`config.mk`:
```
export PLATFORM = sky130hd
export DESIGN_NAME = priority_ceiling_lock_manager
export DESIGN_NICKNAME = d
export VERILOG_FILES = /design/src/rtl/pclm_pkg.sv /design/src/rtl/priority_ceiling_lock_manager.sv
export SDC_FILE = /design/constraint.sdc
export NUM_CORES = 1
export LEC_CHECK = 0
export ABC_AREA = 1
export ABC_CLOCK_PERIOD_IN_PS = 4800
export BUFFER_PORTS_ARGS = -buffer_cell sky130_fd_sc_hd__buf_4
export CORE_ASPECT_RATIO = 1.1
export CORE_MARGIN = 4
export CORE_UTILIZATION = 55
export DETAILED_ROUTE_END_ITERATION = 7
export PLACE_DENSITY_LB_ADDON = 0.25
export SETUP_SLACK_MARGIN = 0.5
export SKIP_CTS_REPAIR_TIMING = 1
export SYNTH_ARGS = -nofsm -noshare
export SYNTH_HDL_FRONTEND = slang
export SYNTH_SLANG_ARGS = --single-unit
```
`constraint.sdc`:
```
create_clock -name clk -period 4.8 [get_ports clk]
set_clock_uncertainty 0.05 [all_clocks]
set_input_delay 0.48 -clock clk [delete_from_list [all_inputs] [get_ports clk]]
set_output_delay 0.48 -clock clk [all_outputs]
set_load 0.01 [all_outputs]
```
`src/rtl/pclm_pkg.sv`:
```
// Shared types and codes for the priority ceiling lock manager.
// Depends on nothing; imported by priority_ceiling_lock_manager.
package pclm_pkg;

    localparam int THREAD_ID_W = 4;
    localparam int MUTEX_ID_W  = 4;
    localparam int PRIO_IN_W   = 8;
    localparam int STATUS_W    = 3;

    // The last op code has no function; such a word is taken and dropped.
    typedef enum logic [1:0] {
        OP_REGISTER = 2'd0,
        OP_LOCK     = 2'd1,
        OP_UNLOCK   = 2'd2,
        OP_UNUSED   = 2'd3
    } op_t;

    typedef enum logic [STATUS_W-1:0] {
        ST_GRANTED    = 3'd0,
        ST_NOT_REG    = 3'd1,
        ST_BLOCKED    = 3'd2,
        ST_BUSY       = 3'd3,
        ST_RELEASED   = 3'd4,
        ST_NOT_OWNER  = 3'd5,
        ST_REGISTERED = 3'd6
    } status_t;

    typedef enum logic [2:0] {
        S_IDLE,
        S_FETCH,
        S_EVAL,
        S_SCAN,
        S_SCAN_END,
        S_DECIDE,
        S_RESULT
    } state_t;

endpackage

```
`src/rtl/priority_ceiling_lock_manager.sv`:
```
// Priority ceiling lock manager: per-mutex table in one synchronous memory plus its sequencer.
// Depends on pclm_pkg for op, status and state codes.
//
//  Channel | Handshake           | Word fields
//  --------+---------------------+-----------------------------------------------------------
//  in      | in_valid / in_stall | op, thread_id, priority_req, mutex_id
//  out     | out_valid/out_stall | status, blocking_thread, blocking_mutex, blocking_ceiling
//
// Sequence: a register or unlock word goes from acceptance through fetch and evaluate to a
// loaded result (accept, fetch, evaluate, result). A lock word that passes the registration
// check also runs the scan, scan-end and decide states: the held-by-other scan reads one
// table entry per cycle through the single memory read port and one comparator.
// A word with the unused op code is accepted and dropped.
// Reset: rst_n clears the sequencer, the output valid and one valid flag per table entry;
// an entry whose flag is clear reads as free with zero ceiling and no users, so no clearing
// pass is needed and the block takes words right after reset.
// Stalls: in_stall is high whenever a word is in progress. A finished result sits in the
// output register while out_stall is high, and the next word is accepted meanwhile; that
// word waits in the result state only if its own result is ready before the old one leaves.
module priority_ceiling_lock_manager #(
    parameter int MUTEX_COUNT   = 16,
    parameter int THREAD_COUNT  = 16,
    parameter int PRIORITY_BITS = 8
) (
    input  logic                                 clk,
    input  logic                                 rst_n,
    input  logic                                 in_valid,
    output logic                                 in_stall,
    input  logic [1:0]                           op,
    input  logic [pclm_pkg::THREAD_ID_W-1:0]     thread_id,
    input  logic [pclm_pkg::PRIO_IN_W-1:0]       priority_req,
    input  logic [pclm_pkg::MUTEX_ID_W-1:0]      mutex_id,
    output logic                                 out_valid,
    input  logic                                 out_stall,
    output logic [pclm_pkg::STATUS_W-1:0]        status,
    output logic [pclm_pkg::THREAD_ID_W-1:0]     blocking_thread,
    output logic [pclm_pkg::MUTEX_ID_W-1:0]      blocking_mutex,
    output logic [pclm_pkg::PRIO_IN_W-1:0]       blocking_ceiling
);
    import pclm_pkg::*;

    // Table address width and a scan counter that can also hold the entry count.
    localparam int MW    = (MUTEX_COUNT > 1) ? $clog2(MUTEX_COUNT) : 1;
    localparam int CW    = MW + 1;
    localparam int TW    = $clog2(THREAD_COUNT);
    localparam int PB    = PRIORITY_BITS;
    localparam int WIDEP = (PB > PRIO_IN_W) ? PB : PRIO_IN_W;

    localparam logic [8:0]    MUTEX_LIMIT  = 9'(MUTEX_COUNT);
    localparam logic [6:0]    THREAD_LIMIT = 7'(THREAD_COUNT);
    localparam logic [CW-1:0] SCAN_LAST    = CW'(MUTEX_COUNT - 1);

    // One table word per mutex.
    typedef struct packed {
        logic                   held;
        logic [THREAD_ID_W-1:0] holder;
        logic [PB-1:0]          ceiling;
        logic [THREAD_COUNT-1:0] users;
    } entry_t;

    // ------------------------------------------------------------------
    // Registers
    // ------------------------------------------------------------------
    state_t state_reg, state_next;

    logic [1:0]             op_reg;
    logic [THREAD_ID_W-1:0] tid_reg;
    logic [PB-1:0]          prio_reg;
    logic [MUTEX_ID_W-1:0]  mid_reg;

    entry_t                 mem [MUTEX_COUNT];
    entry_t                 rd_data_reg;
    logic                   rd_vld_reg;
    logic [MUTEX_COUNT-1:0] vld_reg;

    entry_t                 ent_m_reg;
    logic [CW-1:0]          scan_reg;
    logic                   cmp_vld_reg;
    logic [MW-1:0]          cmp_idx_reg;
    logic                   found_reg;
    logic [MW-1:0]          best_idx_reg;
    logic [PB-1:0]          best_ceil_reg;
    logic [THREAD_ID_W-1:0] best_thread_reg;

    logic [STATUS_W-1:0]    res_status_reg;
    logic [THREAD_ID_W-1:0] res_thread_reg;
    logic [MUTEX_ID_W-1:0]  res_mutex_reg;
    logic [PRIO_IN_W-1:0]   res_ceil_reg;

    logic                   out_valid_reg;
    logic [STATUS_W-1:0]    status_reg;
    logic [THREAD_ID_W-1:0] bthread_reg;
    logic [MUTEX_ID_W-1:0]  bmutex_reg;
    logic [PRIO_IN_W-1:0]   bceil_reg;

    // ------------------------------------------------------------------
    // Decoded request and the entry as read
    // ------------------------------------------------------------------
    logic          in_accept;
    logic          m_ok;
    logic          t_ok;
    logic [MW-1:0] m_idx;
    logic [TW-1:0] t_idx;
    entry_t        ent_rd;
    logic          out_free;
    logic          blocked;

    assign in_accept = in_valid && !in_stall;
    assign m_ok      = 9'(mid_reg) < MUTEX_LIMIT;
    assign t_ok      = 7'(tid_reg) < THREAD_LIMIT;
    assign m_idx     = MW'(mid_reg);
    assign t_idx     = TW'(tid_reg);
    // A table word never written since reset reads as a free, unused mutex.
    assign ent_rd    = rd_vld_reg ? rd_data_reg : '0;
    assign out_free  = !out_valid_reg || !out_stall;
    assign blocked   = found_reg && (prio_reg <= best_ceil_reg);

    // ------------------------------------------------------------------
    // Next state
    // ------------------------------------------------------------------
    always_comb
    begin
        state_next = state_reg;
        unique case (state_reg)
            S_IDLE:
            begin
                // The unused op code is taken and dropped without a result.
                if (in_accept && (op != OP_UNUSED))
                    state_next = S_FETCH;
            end
            S_FETCH:
                state_next = S_EVAL;
            S_EVAL:
            begin
                if ((op_reg == OP_LOCK) && m_ok && t_ok && ent_rd.users[t_idx])
                    state_next = S_SCAN;
                else
                    state_next = S_RESULT;
            end
            S_SCAN:
            begin
                if (scan_reg == SCAN_LAST)
                    state_next = S_SCAN_END;
            end
            S_SCAN_END:
                state_next = S_DECIDE;
            S_DECIDE:
                state_next = S_RESULT;
            S_RESULT:
            begin
                if (out_free)
                    state_next = S_IDLE;
            end
            default:
                state_next = S_IDLE;
        endcase
    end

    // ------------------------------------------------------------------
    // Sequencer outputs: memory port controls and result staging
    // ------------------------------------------------------------------
    logic                   mem_rd_en;
    logic [MW-1:0]          mem_rd_addr;
    logic                   mem_wr_en;
    logic [MW-1:0]          mem_wr_addr;
    entry_t                 mem_wr_data;
    logic                   res_load;
    logic [STATUS_W-1:0]    res_status;
    logic                   res_blocked;
    logic                   scan_start;
    logic                   out_load;

    always_comb
    begin
        mem_rd_en   = 1'b0;
        mem_rd_addr = '0;
        mem_wr_en   = 1'b0;
        mem_wr_addr = m_idx;
        mem_wr_data = ent_rd;
        res_load    = 1'b0;
        res_status  = ST_NOT_REG;
        res_blocked = 1'b0;
        scan_start  = 1'b0;
        out_load    = 1'b0;
        unique case (state_reg)
            S_IDLE:
            begin
            end
            S_FETCH:
            begin
                mem_rd_en   = 1'b1;
                mem_rd_addr = m_ok ? m_idx : '0;
            end
            S_EVAL:
            begin
                unique case (op_reg)
                    OP_REGISTER:
                    begin
                        res_load = 1'b1;
                        if (m_ok && t_ok)
                        begin
                            mem_wr_en                = 1'b1;
                            mem_wr_data.users[t_idx] = 1'b1;
                            if (prio_reg > ent_rd.ceiling)
                                mem_wr_data.ceiling = prio_reg;
                            res_status = ST_REGISTERED;
                        end
                    end
                    OP_LOCK:
                    begin
                        if (m_ok && t_ok && ent_rd.users[t_idx])
                            scan_start = 1'b1;
                        else
                            res_load = 1'b1;
                    end
                    OP_UNLOCK:
                    begin
                        res_load = 1'b1;
                        if (m_ok && ent_rd.held && (ent_rd.holder == tid_reg))
                        begin
                            mem_wr_en        = 1'b1;
                            mem_wr_data.held = 1'b0;
                            res_status       = ST_RELEASED;
                        end
                        else
                        begin
                            res_status = ST_NOT_OWNER;
                        end
                    end
                    default:
                    begin
                    end
                endcase
            end
            S_SCAN:
            begin
                mem_rd_en   = 1'b1;
                mem_rd_addr = scan_reg[MW-1:0];
            end
            S_SCAN_END:
            begin
            end
            S_DECIDE:
            begin
                res_load = 1'b1;
                if (blocked)
                begin
                    res_status  = ST_BLOCKED;
                    res_blocked = 1'b1;
                end
                else if (ent_m_reg.held)
                begin
                    res_status = ST_BUSY;
                end
                else
                begin
                    mem_wr_en          = 1'b1;
                    mem_wr_data        = ent_m_reg;
                    mem_wr_data.held   = 1'b1;
                    mem_wr_data.holder = tid_reg;
                    res_status         = ST_GRANTED;
                end
            end
            S_RESULT:
                out_load = out_free;
            default:
            begin
            end
        endcase
    end

    // ------------------------------------------------------------------
    // Table memory. Writes happen only in the evaluate and decide states, and
    // the result and idle states always lie between a write and the next read
    // of any entry, so no forwarding path is needed.
    // ------------------------------------------------------------------
    always_ff @(posedge clk)
    begin
        if (mem_wr_en)
            mem[mem_wr_addr] <= mem_wr_data;
        if (mem_rd_en)
            rd_data_reg <= mem[mem_rd_addr];
    end

    always_ff @(posedge clk or negedge rst_n)
    begin
        if (!rst_n)
        begin
            vld_reg    <= '0;
            rd_vld_reg <= 1'b0;
        end
        else
        begin
            if (mem_wr_en)
                vld_reg[mem_wr_addr] <= 1'b1;
            if (mem_rd_en)
                rd_vld_reg <= vld_reg[mem_rd_addr];
        end
    end

    // ------------------------------------------------------------------
    // Control registers
    // ------------------------------------------------------------------
    always_ff @(posedge clk or negedge rst_n)
    begin
        if (!rst_n)
        begin
            state_reg     <= S_IDLE;
            cmp_vld_reg   <= 1'b0;
            out_valid_reg <= 1'b0;
        end
        else
        begin
            state_reg   <= state_next;
            cmp_vld_reg <= (state_reg == S_SCAN);
            if (out_load)
                out_valid_reg <= 1'b1;
            else if (!out_stall)
                out_valid_reg <= 1'b0;
        end
    end

    // ------------------------------------------------------------------
    // Datapath registers
    // ------------------------------------------------------------------
    logic [WIDEP-1:0] best_ceil_wide;

    assign best_ceil_wide = WIDEP'(best_ceil_reg);

    always_ff @(posedge clk)
    begin
        if (in_accept)
        begin
            op_reg   <= op;
            tid_reg  <= thread_id;
            prio_reg <= PB'(priority_req);
            mid_reg  <= mutex_id;
        end

        if (scan_start)
        begin
            ent_m_reg <= ent_rd;
            scan_reg  <= '0;
            found_reg <= 1'b0;
        end
        else if (state_reg == S_SCAN)
        begin
            scan_reg <= scan_reg + CW'(1);
        end

        if (state_reg == S_SCAN)
            cmp_idx_reg <= scan_reg[MW-1:0];

        // One comparator: keep the first entry with the highest ceiling among
        // mutexes held by some other thread.
        if (cmp_vld_reg && ent_rd.held && (ent_rd.holder != tid_reg)
            && (!found_reg || (ent_rd.ceiling > best_ceil_reg)))
        begin
            found_reg       <= 1'b1;
            best_idx_reg    <= cmp_idx_reg;
            best_ceil_reg   <= ent_rd.ceiling;
            best_thread_reg <= ent_rd.holder;
        end

        if (res_load)
        begin
            res_status_reg <= res_status;
            res_thread_reg <= res_blocked ? best_thread_reg : '0;
            res_mutex_reg  <= res_blocked ? MUTEX_ID_W'(best_idx_reg) : '0;
            res_ceil_reg   <= res_blocked ? best_ceil_wide[PRIO_IN_W-1:0] : '0;
        end

        if (out_load)
        begin
            status_reg  <= res_status_reg;
            bthread_reg <= res_thread_reg;
            bmutex_reg  <= res_mutex_reg;
            bceil_reg   <= res_ceil_reg;
        end
    end

    assign in_stall         = (state_reg != S_IDLE);
    assign out_valid        = out_valid_reg;
    assign status           = status_reg;
    assign blocking_thread  = bthread_reg;
    assign blocking_mutex   = bmutex_reg;
    assign blocking_ceiling = bceil_reg;

    // ------------------------------------------------------------------
    // Assertions
    // ------------------------------------------------------------------
    // A new result never overwrites one that the receiver is still stalling.
    a_no_overwrite: assert property (@(posedge clk) disable iff (!rst_n)
        out_load |-> (!out_valid_reg || !out_stall))
        else $error("result register loaded while a stalled result is pending");

    // A word with a meaningful op code always starts a table fetch.
    a_fetch_follows: assert property (@(posedge clk) disable iff (!rst_n)
        (in_accept && (op != OP_UNUSED)) |=> (state_reg == S_FETCH))
        else $error("accepted word did not start a fetch");

    // A grant is only written for a mutex that was free when it was read.
    a_grant_free: assert property (@(posedge clk) disable iff (!rst_n)
        ((state_reg == S_DECIDE) && mem_wr_en) |-> (!ent_m_reg.held && !blocked))
        else $error("lock granted on a held or blocked mutex");

    // The scan ends with the comparator holding the last entry's data.
    a_scan_tail: assert property (@(posedge clk) disable iff (!rst_n)
        (state_reg == S_SCAN_END) |-> cmp_vld_reg)
        else $error("scan finished without comparing the last entry");

endmodule

```
==> impl_metrics.tcl, run 1 <==
set metrics [dict create \
    grt-ovfl-total 0 \
    hold_ws_ns 0.0543 \
    root_buffer "clkbuf_16" \
    clockBufferDepth 3 \
    fin_cells 2960 \
    die_w_microns 217 \
    routedWlPerCell_microns 21.2 \
    regArea_sq_um 18500 \
    reg2regPathDepth 9 \
    grt_pass1_vias 16600 \
    critPathCaptureType "flop" \
    multiInputGateArea_sq_um 6260 \
    drtIter0Drc 1893 \
    layout-drive-gt1-share 0.0882 \
    rsz0062_at_grt "no" \
    power_leakage_nw 11.0 \
    max_freq_mhz 266 \
    worstHoldPathCells 3 \
    peakVddDrop_mv 0.306 \
    ys_seq_area_frac 0.702 \
    start_util 0.560 \
    cts_htree_levels 2 \
    drt_wl_total_mm 62.7 \
    required_ns 5.04 \
    worstSetupStartpointType "flop" \
    cp.arrival_ns 4.00 \
    ant_nets 0 \
    hold_viol 0 \
    worstSkewPairLatency_ns 0.61 \
    num_vias 17200 \
    slew_headroom 0.319 \
    fin_nets 2324 \
    num_antenna_cells 0 \
    vias_per_cell 5.82 \
    cts_tree "done" \
    maxSlewViolCount 0 \
    clock_sinks 622 \
    std_cell_rows 83 \
    m1WireLength_mm 25.3 \
    area_delta_synth_final_pct 11.8 \
    drv_cap 0 \
    finalSetupViolCount 0 \
    finalSetupTns_ns 0 \
    die_area_sq_um 51500 \
    ys_warn_count 0 \
    syn_nets 2273 \
    worstPathMaxFanout 18 \
    worst_hold_path_type "in -> reg" \
    port_buffers 42 \
    dp_hpwl_mm 37.2 \
    numCtsBuffers 58 \
    design.portCount 43 \
    powerDensity_nw_per_um2 554 \
    place.gp.congestion 0.875 \
    top_layer_used "met4" \
    fin_util 0.627 \
    synth_cell_types 40 \
    ys_ff_latch 622 \
    first_pass_iters 5 \
    fin_crit_ns 3.75 \
    path_clk_slew_ns 0.06 \
    tightest_slew_ns 1.02 \
    grt_max_degree 111 \
    worstSetupPathType "reg -> reg" \
    largest_reg_flops 464 \
    drc 0 \
    wl_met2_mm 30.3 \
    wl_met3_mm 5.30 \
    dp.cells 2834 \
    core_sq_um 47000 \
    grt_pass1_wl_mm 96.2 \
    period_share 0.782 \
    die_h_microns 238 \
    syn_inst 2225 \
    status "completed" \
    antenna_found_initial 0 \
    nFillCells 3495 \
    syn_avg_cell_area_sq_um 11.8 \
    grt_use_total 0.241 \
    netlist_area_sq_um 26400 \
]
[kinds of logic (layout without fill, tap and decap cells)]
family | after synthesis | count (layout) | share of synthesized area
buffers and inverters | 401 | 499 | 0.0631
DFF | 622 | 622 | 0.702
and+or+nand+nor | 579 | 579 | 0.0953
AOI/OAI and AO/OA | 592 | 592 | 0.125
adders and majority gates | 26 | 26 | 0.0123
xor gates and xnor gates | 5 | 5 | 0.00166
[cells in the final DEF, fill, tap and decap left out, types with 3 or more instances in the layout]
| cell type | count |
|---|---|
| clkbuf_16 | 61 |
| nand4_1 | 5 |
| buf_4 | 89 |
| nand3_1 | 162 |
| bufinv_16 | 6 |
| clkinv_1 | 16 |
| nand2_1 | 322 |
| nor2_1 | 62 |
| a21oi_1 | 218 |
| nor2_4 | 5 |
| o21ai_0 | 162 |
| clkinv_2 | 9 |
| inv_2 | 3 |
| dlygate4sd3_1 | 19 |
| o211ai_1 | 123 |
| ha_1 | 26 |
| dfxtp_1 | 6 |
| nand2_2 | 4 |
| clkinvlp_4 | 4 |
| buf_12 | 5 |
| inv_1 | 272 |
| xor2_1 | 5 |
| dfrtp_1 | 22 |
| o21ai_1 | 77 |
| o31ai_1 | 5 |
| nand3b_1 | 6 |
| edfxtp_1 | 594 |
| clkbuf_1 | 11 |
[Yosys cell counts (all sizes together)]
| cell type | n | share of area |
|---|---|---|
| ha | 26 | 0.012 |
| nor3 | 3 | 0.00076 |
| nor2 | 69 | 0.010 |
| clkinv | 2 | 0.00028 |
| a31oi | 1 | 0.00024 |
| nand3 | 164 | 0.032 |
| nand4 | 7 | 0.0028 |
| dfrtp | 22 | 0.021 |
| clkbuf | 63 | 0.0090 |
| edfxtp | 594 | 0.68 |
| xor2 | 5 | 0.0017 |
| nand2 | 327 | 0.047 |
| o21a | 2 | 0.00057 |
| o31ai | 5 | 0.0014 |
| dfxtp | 6 | 0.0046 |
| a21oi | 219 | 0.042 |
| o22ai | 2 | 0.00071 |
| inv | 277 | 0.039 |
| or2 | 2 | 0.00047 |
| o21ai | 240 | 0.046 |
| buf | 59 | 0.014 |
| nor4 | 1 | 0.00024 |
| o211ai | 123 | 0.035 |
| nand3b | 6 | 0.0017 |
[report_power, final]
part           switching [W]  internal [W]  total (W)
Clock                0.00195       0.00264    0.00459
Sequential          0.000213       0.00701    0.00722
Combinational        0.00330       0.00122    0.00452
Total                0.00546        0.0109     0.0163
[final cells by class]
cell class,count,area share
Clock buffer,72,0.0532
Inverter,279,0.0355
Multi-Input combinational cell,1202,0.212
Tap cell,637,0.0270
Clock inverter,35,0.0114
Sequential cell,622,0.628
Timing Repair Buffer,113,0.0325
[path summary, 6_finish.rpt]
| kind | to | slack, ns | from |
|---|---|---|---|
| max in group asynchronous | vld_reg[11]$_DFFE_PN0P_ | 4.17 | rst_n |
| min reg2reg | blocking_ceiling[1]$_DFFE_PP_ | 0.37 | res_ceil_reg[1]$_SDFFCE_PN0P_ |
| max | mem[10][14]$_DFFE_PP_ | 1.05 | state_reg[0]$_DFFE_PN0P_ |
| max reg2reg | mem[10][14]$_DFFE_PP_ | 1.05 | state_reg[0]$_DFFE_PN0P_ |
| min | out_valid$_DFFE_PN0P_ | 0.05 | out_stall |
| min in group asynchronous | vld_reg[4]$_DFFE_PN0P_ | 0.26 | rst_n |
[layer usage]
metal  GRT usage  up-vias
met1       0.325     8328
met4      0.0807        0
li1            -     8032
met3      0.0444      122
met5           0        -
met2       0.399      759
[critical path: stages (launching register included)]
cell and delay [ns]:
dfrtp_1 0.63, nand2_1 0.19, nor2_4 0.33, inv_1 0.16, nor2_4 0.39, nand2_2 0.30, nand2_2 0.40, nand2_1 0.23
nor2_4 0.38, buf_4 0.33
[stage by stage]
stage / worst slack [ns] / area, sq um / total power [W]
2_1_floorplan: 1.43 / 26400 / 0.0103
3_3_place_gp: 1.17 / 27400 / 0.0117
3_5_place_dp: 1.02 / 27400 / 0.0118
4_1_cts: 1.05 / 29300 / 0.0163
5_1_grt: 0.737 / 29500 / 0.0171
6_report: 1.05 / 29500 / 0.0163
No activity file was read; power rests on OpenSTA's default activity.
==> inputs of run 2 (changes only) <==
--- a/config.mk
+++ b/config.mk
@@ -6,7 +6,7 @@
 export NUM_CORES = 1
 export LEC_CHECK = 0
 export ABC_AREA = 1
-export ABC_CLOCK_PERIOD_IN_PS = 4800
+export ABC_CLOCK_PERIOD_IN_PS = 3650
 export BUFFER_PORTS_ARGS = -buffer_cell sky130_fd_sc_hd__buf_4
 export CORE_ASPECT_RATIO = 1.1
 export CORE_MARGIN = 4
==> constraint.sdc (replaced) <==
create_clock -name clk -period 3.65 [get_ports clk]
set_clock_uncertainty 0.05 [all_clocks]
set_input_delay 0.365 -clock clk [delete_from_list [all_inputs] [get_ports clk]]
set_output_delay 0.365 -clock clk [all_outputs]
set_load 0.01 [all_outputs]
==> run 2 against run 1 <==
- utilization increased by 0.74 points
- sequential power is 32% higher
- die area unchanged
- first-iteration DRC count is 9.4% higher
- fmax is 26% higher
- count of clock-buffer cells in the layout is the same
- clock power rose by 27%
- critical path depth decreased by 1
==> impl_metrics.tcl, run 2 (synthesis gave the netlist of run 1 again) <==
set metrics [dict create \
    post-place-ws_ns 0.590 \
    largest_reg_flops 464 \
    root_buffer "clkbuf_16" \
    routedWlPerCell_microns 21.5 \
    numCtsBuffers 58 \
    worstSkewPairLatency_ns 0.62 \
    num_vias 17600 \
    worst_hold_path_type "in -> async" \
    clock_sinks 622 \
    cts_htree_levels 2 \
    grt_max_degree 91 \
    ant_nets 0 \
    finalSetupViolCount 0 \
    layout-drive-gt1-share 0.102 \
    hold_ws_ns 0.182 \
    drt_wl_total_mm 64.2 \
    rsz0062_at_grt "yes" \
    multiInputGateArea_sq_um 6320 \
    critPathCaptureType "flop" \
    period_share 0.819 \
    num_antenna_cells 0 \
    worstPathMaxFanout 90 \
    path_clk_slew_ns 0.06 \
    dp_hpwl_mm 37.6 \
    cp.arrival_ns 3.31 \
    die_w_microns 217 \
    grt-ovfl-total 0 \
    start_util 0.560 \
    regArea_sq_um 18500 \
    clockBufferDepth 3 \
    powerDensity_nw_per_um2 719 \
    finalSetupTns_ns 0 \
    antenna_found_initial 0 \
    fin_nets 2346 \
    drv_cap 0 \
    status "completed" \
    final_cell_mix "edfxtp_1, nand2_1, inv_1" \
    fin_crit_ns 2.99 \
    hold_viol 0 \
    tightest_slew_ns 0.917 \
    cts_tree "done" \
    mostFrequentLayoutCell "edfxtp_1" \
    drc 0 \
    peakVddDrop_mv 0.373 \
    area_delta_synth_final_pct 13.1 \
    worstSetupPathType "reg -> reg" \
    vias_per_cell 5.89 \
    required_ns 3.97 \
    core_sq_um 47000 \
    drtIter0Drc 2071 \
    slew_headroom 0.389 \
    grt_use_total 0.246 \
    die_area_sq_um 51500 \
    nFillCells 3485 \
    fin_util 0.634 \
    worstSetupStartpointType "flop" \
    first_pass_iters 6 \
    grt_pass1_wl_mm 97.9 \
    place.gp.congestion 0.876 \
    port_buffers 42 \
    design.portCount 43 \
    max_freq_mhz 335 \
    power_leakage_nw 11.2 \
    maxSlewViolCount 0 \
    worst_slack_ns 0.662 \
    grt_pass1_vias 16700 \
    std_cell_rows 83 \
    die_h_microns 238 \
]
[run 2: metrics by stage]
| step | total power [W] | std cells | area, sq um |
|---|---|---|---|
| final | 0.0214 | 2983 | 29800 |
| after global routing | 0.0225 | 2983 | 29800 |
| after CTS | 0.0214 | 2960 | 29500 |
| after floorplan | 0.0135 | 2225 | 26400 |
| after detailed placement | 0.0156 | 2852 | 27700 |
| after global placement | 0.0154 | 2852 | 27700 |
[run 2: layout make-up]
cell class              count  share of cell area
inverters                 279              0.0351
multi-input cells        1202               0.212
flip-flops and latches    622               0.621
well taps                 637              0.0267
clock buffers              72              0.0515
repair buffers            135              0.0445
clock inverters            36             0.00973
[run 2: worst max-delay path, stage by stage (launching register included)]
cell      delay [ns]
dfrtp_1         0.65
nand4_4         0.41
nand2_8         0.61
buf_12          0.32
nand2_1         0.08
o211ai_1        0.09
nand3_1         0.15
nand3_1         0.22
nand2_1         0.08
[run 2: final timing paths]
check / startpoint / endpoint / slack [ns] / cells past startpoint
min in group clk: in_valid / state_reg[0]$_DFFE_PN0P_ / 0.29 / 7
worst min-delay path: rst_n / state_reg[0]$_DFFE_PN0P_ / 0.18 / 2
worst min register to register: res_thread_reg[1]$_SDFFCE_PN0P_ / blocking_thread[1]$_DFFE_PP_ / 0.37 / 0
worst max-delay path: state_reg[0]$_DFFE_PN0P_ / rd_data_reg[21]$_DFFE_PN_ / 0.66 / 8
max in group asynchronous: rst_n / rd_vld_reg$_DFFE_PN0N_ / 3.07 / 2
worst max register to register: state_reg[0]$_DFFE_PN0P_ / rd_data_reg[21]$_DFFE_PN_ / 0.66 / 8
[run 2: routing by layer]
| metal | vias up | share of wire | track usage |
|---|---|---|---|
| met5 | - | 0 | 0 |
| met3 | 145 | 0.088 | 0.0357 |
| li1 | 8066 | - | - |
| met1 | 8534 | 0.40 | 0.340 |
| met2 | 811 | 0.48 | 0.404 |
| met4 | 0 | 0.032 | 0.0904 |
[run 2: power by group]
part	internal (W)	switching [W]
clock network	0.00326	0.00256
logic	0.00174	0.00433
registers	0.00921	0.000339
total	0.0142	0.00723
